--- src/hw/rtl/sspg_pkg.sv ---
// shared types, constants and sine table of the sine sweep pwm generator
`timescale 1ns / 1ps
`default_nettype none
package sspg_pkg;

	// field and counter widths
	localparam int TIME_W     = 24;
	localparam int PERIOD_W   = 20;
	localparam int FREQ_W     = 16;
	localparam int RATE_W     = 8;
	localparam int CMP_W      = 7;
	localparam int LIMIT_W    = 18;
	localparam int ROM_DEPTH  = 64;
	localparam int ROM_IDX_W  = 6;
	localparam int SAMPLE_W   = 8;
	localparam int CFG_IDX_W  = 3;
	localparam int CFG_DATA_W = 16;
	localparam int FSTEP_W    = FREQ_W + 2;

	// arithmetic constants
	localparam logic [TIME_W-1:0]   TIME_MAX    = '1;
	localparam logic [PERIOD_W-1:0] DIVIDEND    = PERIOD_W'(1000000);
	localparam logic [LIMIT_W-1:0]  US_PER_MS   = LIMIT_W'(1000);
	localparam logic [SAMPLE_W-1:0] HALF_SCALE  = SAMPLE_W'(127);
	localparam logic [SAMPLE_W-1:0] FULL_SCALE  = SAMPLE_W'(255);
	localparam logic [CMP_W-1:0]    CMP_TOP     = CMP_W'(127);

	// register reset values
	localparam logic [FREQ_W-1:0]   FREQ_START_RST = FREQ_W'(30);
	localparam logic [FREQ_W-1:0]   FREQ_END_RST   = FREQ_W'(1000);
	localparam logic [FREQ_W-1:0]   FREQ_STEP_RST  = FREQ_W'(19);
	localparam logic [LIMIT_W-1:0]  LIMIT_RST      = LIMIT_W'(100000);
	localparam logic [RATE_W-1:0]   TICK_RST       = RATE_W'(25);

	// configuration register indexes
	localparam logic [CFG_IDX_W-1:0] CFG_FREQ_START      = CFG_IDX_W'(0);
	localparam logic [CFG_IDX_W-1:0] CFG_FREQ_END        = CFG_IDX_W'(1);
	localparam logic [CFG_IDX_W-1:0] CFG_FREQ_STEP       = CFG_IDX_W'(2);
	localparam logic [CFG_IDX_W-1:0] CFG_UPDATE_INTERVAL = CFG_IDX_W'(3);
	localparam logic [CFG_IDX_W-1:0] CFG_TICK_HALF_US    = CFG_IDX_W'(4);

	// floor(255*(sin+1)/2) over one cycle
	localparam logic [SAMPLE_W-1:0] SINE_ROM [ROM_DEPTH] = '{
		8'd127, 8'd139, 8'd152, 8'd164, 8'd176, 8'd187, 8'd198, 8'd208,
		8'd217, 8'd226, 8'd233, 8'd239, 8'd245, 8'd249, 8'd252, 8'd254,
		8'd255, 8'd254, 8'd252, 8'd249, 8'd245, 8'd239, 8'd233, 8'd226,
		8'd217, 8'd208, 8'd198, 8'd187, 8'd176, 8'd164, 8'd152, 8'd139,
		8'd127, 8'd115, 8'd102, 8'd90,  8'd78,  8'd67,  8'd56,  8'd46,
		8'd37,  8'd28,  8'd21,  8'd15,  8'd9,   8'd5,   8'd2,   8'd0,
		8'd0,   8'd0,   8'd2,   8'd5,   8'd9,   8'd15,  8'd21,  8'd28,
		8'd37,  8'd46,  8'd56,  8'd67,  8'd78,  8'd90,  8'd102, 8'd115
	};

	// channel payloads
	typedef struct packed {
		logic tick;
	} tick_t;

	typedef struct packed {
		logic [CMP_W-1:0]  pwm_positive_compare;
		logic [CMP_W-1:0]  pwm_negative_compare;
		logic              sample_updated;
		logic [FREQ_W-1:0] current_frequency;
	} result_t;

	typedef struct packed {
		logic [CFG_IDX_W-1:0]  index;
		logic [CFG_DATA_W-1:0] wdata;
	} cfg_t;

	// divider control and status
	typedef struct packed {
		logic              start;
		logic [FREQ_W-1:0] freq;
	} div_req_t;

	typedef struct packed {
		logic                done;
		logic [PERIOD_W-1:0] quotient;
	} div_rsp_t;

	// sequencer states
	typedef enum logic [2:0] {
		ST_IDLE,
		ST_POINT,
		ST_SWEEP,
		ST_STEP,
		ST_DIV,
		ST_SPAN,
		ST_PUSH
	} seq_state_t;

	typedef enum logic [1:0] {
		DV_IDLE,
		DV_LOAD,
		DV_RUN
	} div_state_t;

endpackage
`default_nettype wire

--- src/hw/rtl/sspg_divider.sv ---
// bit-serial restoring divider for the point period, 1000000 / (points * freq)
`timescale 1ns / 1ps
`default_nettype none
module sspg_divider #(
	parameter int POINTS = 64
) (
	input  logic                clk,
	input  logic                arst_n,
	input  sspg_pkg::div_req_t  req,
	output sspg_pkg::div_rsp_t  rsp
);
	localparam int MUL_W = $clog2(POINTS + 1);
	localparam int DIV_W = sspg_pkg::FREQ_W + MUL_W;
	localparam int CNT_W = $clog2(sspg_pkg::PERIOD_W);

	sspg_pkg::div_state_t state_q, state_d;

	logic [sspg_pkg::FREQ_W-1:0]   freq_q;
	logic [DIV_W-1:0]              divisor_q;
	logic [DIV_W-1:0]              rem_q;
	logic [sspg_pkg::PERIOD_W-1:0] num_q;
	logic [sspg_pkg::PERIOD_W-1:0] quo_q;
	logic [CNT_W-1:0]              cnt_q;
	logic                          done_q;
	logic                          done_d;

	logic [DIV_W:0]   trial;
	logic [DIV_W:0]   diff;
	logic             fits;
	logic             last_bit;

	// one trial subtraction per cycle
	assign trial    = {rem_q, num_q[sspg_pkg::PERIOD_W-1]};
	assign diff     = trial - {1'b0, divisor_q};
	assign fits     = trial >= {1'b0, divisor_q};
	assign last_bit = cnt_q == CNT_W'(sspg_pkg::PERIOD_W - 1);

	// state register
	always_ff @(posedge clk or negedge arst_n) begin
		if (!arst_n) begin
			state_q <= sspg_pkg::DV_IDLE;
			done_q  <= 1'b0;
		end else begin
			state_q <= state_d;
			done_q  <= done_d;
		end
	end

	// next state
	always_comb begin
		state_d = state_q;
		done_d  = 1'b0;
		case (state_q)
			sspg_pkg::DV_IDLE: begin
				if (req.start) begin
					state_d = sspg_pkg::DV_LOAD;
				end
			end
			sspg_pkg::DV_LOAD: begin
				state_d = sspg_pkg::DV_RUN;
			end
			sspg_pkg::DV_RUN: begin
				if (last_bit) begin
					state_d = sspg_pkg::DV_IDLE;
					done_d  = 1'b1;
				end
			end
			default: begin
				state_d = sspg_pkg::DV_IDLE;
			end
		endcase
	end

	// datapath: dividend shifts out msb first, quotient shifts in lsb
	always_ff @(posedge clk) begin
		case (state_q)
			sspg_pkg::DV_IDLE: begin
				if (req.start) begin
					freq_q <= req.freq;
				end
			end
			sspg_pkg::DV_LOAD: begin
				divisor_q <= DIV_W'(freq_q) * DIV_W'(POINTS);
				rem_q     <= '0;
				num_q     <= sspg_pkg::DIVIDEND;
				cnt_q     <= '0;
			end
			sspg_pkg::DV_RUN: begin
				rem_q <= fits ? diff[DIV_W-1:0] : trial[DIV_W-1:0];
				num_q <= {num_q[sspg_pkg::PERIOD_W-2:0], 1'b0};
				quo_q <= {quo_q[sspg_pkg::PERIOD_W-2:0], fits};
				cnt_q <= cnt_q + CNT_W'(1);
			end
			default: begin
			end
		endcase
	end

	// zero frequency gives a zero period
	assign rsp.done     = done_q;
	assign rsp.quotient = (divisor_q == '0) ? '0 : quo_q;

endmodule
`default_nettype wire
--- config.mk ---
export PLATFORM = sky130hd
export DESIGN_NAME = sspg_divider
export DESIGN_NICKNAME = d
export VERILOG_FILES = /design/src/hw/rtl/sspg_pkg.sv /design/src/hw/rtl/sspg_divider.sv
export SDC_FILE = /design/constraint.sdc
export NUM_CORES = 1
export LEC_CHECK = 0
export BUFFER_PORTS_ARGS = -buffer_cell sky130_fd_sc_hd__buf_4
export CAP_MARGIN = 40
export CORE_ASPECT_RATIO = 2
export CORE_UTILIZATION = 60
export DETAILED_ROUTE_END_ITERATION = 8
export PLACE_DENSITY = 0.8
export RECOVER_POWER = 25
export SYNTH_ARGS = -nofsm -noshare
export SYNTH_HDL_FRONTEND = slang
export SYNTH_SLANG_ARGS = --single-unit
--- constraint.sdc ---
create_clock -name clk -period 5.5 [get_ports clk]
set_input_delay 0.275 -clock clk [delete_from_list [all_inputs] [get_ports clk]]
set_output_delay 0.275 -clock clk [all_outputs]
set_load 0.05 [all_outputs]
==> metrics <==
run status completed; Ys Warns 0; post_cts resized 0; crit-path max cell delay 0.40 ns; sequential fraction of the synthesis area 62.8%; Fmax 343 MHz; Synth Register Bits 97; Setup-failing EPs final 0; Post-CTS Setup Inserts 0; Total GRT Usage 22.7%; vias in the first global route 2951; via/cell ratio 5.82; Synth Instances 357; Slew @ Worst Pin 0.859 ns; Chip Height 126 µm; first-pass GRT wire length 13.4 mm; clk sinks 97; CTS Buf Count 9; Layout Nets 442; Final Wtd Congestion 0.915; cell mode on critical path inv_1; grt total ovfl 0; Arr. time, crit path 3.08 ns; Clock transition at path regs 0.06 ns; Top delay family on crit path compound AO/OA/AOI/OAI gates; Vias 2879; die area 0.00806 mm²; Reg-to-Reg Start rem_q[5]$_SDFFCE_PN0P_; Synthesized Nets 399; period utilization 53.0%; area delta synth->final 13.5%; worst r2r path cells 10; CP required 5.66 ns; placed wire-length estimate after detailed placement 5.86 mm; DR iter-0 viols 152; Synth Cell Area 0.00461 mm²; Crit. End Element flop; CTS Hold Buffers Added 1; Max transition margin 42.7%; antenna-violating nets left 0; Initial Utilization 63.0%; row count 44; setup TNS 0 ns; worst path cell trace inv_1, ha_1, inv_1, fa_1, a21o_1, a221o_1, a21oi_4, a31oi_4, or2_0, a21oi_1; CTS Buffer Depth 2; worst r2r dst rem_q[13]$_SDFFCE_PN0P_; CP bufs+invs 2; Root Buffer clkbuf_16; worst-path fanout max 26; CP Launch Point rem_q[5]$_SDFFCE_PN0P_; startpoint type of the worst setup path flop; Reg2Reg Setup Slack 2.58 ns; RSZ-0062 raised after global routing false; TritonCTS clock tree done; slowest CP cell fa_1; number of remaining DRC errors 0; number of I/O port buffers 39; clk_skew 0.00442 ns; Routed WL per cell 16.6 µm; Final Max Tran Viols 0; hold path cells 1; antenna violations before repair 0; count of cell types in the netlist 50; Main synth FF type edfxtp_1; antenna fix cells 0; htree depth 3; Hold Crit Class in2reg; Syn Area/Cell 12.9 µm²; drt first pass iters 4; crit path time final 2.92 ns; io pins 40; largest net degree at the start of global routing 48; Core Region 0.00732 mm²; number of flops mapped to enable cells by yosys 94; Die Wd 64.0 µm; total wire length 8.24 mm; CP Capture Point rem_q[13]$_SDFFCE_PN0P_; WS Path Type reg2reg; async set-reset flop share out of synthesis 3.09%; critical path depth 10; worst skew pair latency 0.34 ns; Final Hold Fails 0; max-cap violations 0; FILL cells 519; layout cells sized above 1 14.9%
Yosys cell counts, drive strengths merged (2+ instances only):
master	number	area share, %
a211oi	3	0.71
a21o	5	0.81
a21oi	22	2.6
a31oi	3	0.73
and2	35	4.7
and3	3	0.52
buf	5	0.87
clkbuf	5	0.41
dfrtp	3	1.6
edfxtp	94	61
ha	22	6.0
inv	24	2.0
mux2i	8	1.7
nand2	15	1.2
nand2b	6	0.81
nand3	6	0.65
nand4	4	0.54
nor2	25	2.1
nor2b	2	0.27
nor3	4	0.43
nor4	6	0.81
o211ai	3	0.49
o21a	6	0.98
o21ai	15	1.6
o22ai	3	0.41
or2	3	0.41
or3	2	0.27
xnor2	8	1.5
xor2	4	0.76
cells by family after synthesis:
logic type / after synthesis / share of synthesized area [%]
buf+inv: 35 / 3.31
xor+xnor: 12 / 2.28
fa+ha+maj: 23 / 6.40
compound gates: 68 / 9.96
simple gates: 114 / 13.5
mux: 8 / 1.74
flops: 97 / 62.8
cell type report:
type / instances / area [µm²] / share of cell area [%]
clock buffers: 10 / 229 / 4.37
clock inverters: 4 / 22.5 / 0.430
inverters: 25 / 93.8 / 1.79
multi-input cells: 225 / 1560 / 29.8
flip-flops and latches: 97 / 2900 / 55.4
well taps: 92 / 115 / 2.20
repair buffers: 42 / 314 / 6.00
how the worst min path moves through the flow:
stage,from,end,slack (ns)
CTS,req[9],freq_q[9]$_DFFE_PP_,0.1
floorplan,arst_n,done_q$_DFF_PN0_,-0.02
global placement,arst_n,state_q[0]$_DFFE_PN0P_,0.07
global route,req[2],freq_q[2]$_DFFE_PP_,0.12
detailed placement,arst_n,done_q$_DFF_PN0_,0.07
finish,req[4],freq_q[4]$_DFFE_PP_,0.13
sequential cells by signal (all words and copies together) (netlist names):
name	cells
rem_q	23
quo_q	20
divisor_q	16
freq_q	16
num_q	14
cnt_q	5
state_q	2
done_q	1
cells in the final DEF (no fill, tap or decap), types with 2 or more instances in the layout:
| cell | synthesis | routed |
|---|---|---|
| o21a_1 | 6 | 6 |
| clkbuf_4 | 0 | 16 |
| dfrtp_1 | 3 | 3 |
| nand2b_1 | 6 | 6 |
| or3_1 | 2 | 2 |
| nor3_1 | 4 | 4 |
| o21ai_0 | 11 | 11 |
| clkinv_1 | 1 | 2 |
| o22ai_1 | 3 | 3 |
| a211oi_2 | 2 | 2 |
| a21o_1 | 5 | 5 |
| and3_1 | 2 | 2 |
| a31oi_1 | 2 | 2 |
| a21oi_1 | 21 | 21 |
| buf_4 | 1 | 24 |
| nor2b_1 | 2 | 2 |
| xor2_1 | 4 | 4 |
| clkbuf_16 | 0 | 9 |
| mux2i_1 | 8 | 8 |
| o211ai_1 | 3 | 3 |
| inv_1 | 24 | 24 |
| nand2_1 | 15 | 15 |
| nor4_1 | 6 | 6 |
| and2_1 | 35 | 35 |
| nor2_1 | 24 | 24 |
| edfxtp_1 | 94 | 94 |
| o21ai_1 | 4 | 4 |
| nand4_1 | 4 | 4 |
| xnor2_1 | 8 | 8 |
| clkbuf_1 | 5 | 2 |
| ha_1 | 22 | 22 |
| or2_0 | 3 | 3 |
| clkinv_2 | 0 | 2 |
| nand3_1 | 6 | 6 |
routing by layer:
metal / track usage [%] / share of wire (%) / vias to the layer above
li1: - / - / 1385
met1: 23.6 / 37 / 1376
met2: 39.3 / 54 / 87
met3: 5.98 / 3.5 / 31
met4: 14.6 / 5.1 / 0
met5: 0 / 0 / -
per-stage QoR:
step / hold slack, ns / utilization, % / cells / worst slack [ns] / cell area [µm²]
2_1_floorplan: -0.0206 / - / 357 / 2.98 / 4610
3_3_place_gp: 0.0657 / 68.0 / 480 / 2.76 / 4980
3_5_place_dp: 0.0658 / 68.0 / 480 / 2.61 / 4980
4_1_cts: 0.0995 / 71.5 / 495 / 2.58 / 5240
5_1_grt: 0.118 / 71.5 / 495 / 2.42 / 5230
6_report: 0.130 / 71.5 / 495 / 2.58 / 5230
worst register-to-register path, stage by stage (launching register included):
cell and delay [ns]:
edfxtp_1 0.38, inv_1 0.07, ha_1 0.16, inv_1 0.06, fa_1 0.40, a21o_1 0.21, a221o_1 0.39, a21oi_4 0.22
a31oi_4 0.35, or2_0 0.34, a21oi_1 0.15
Power is left out: the tool's default activity adds up to more than one toggle a clock period on the data nets, which glitch-free logic cannot reach.
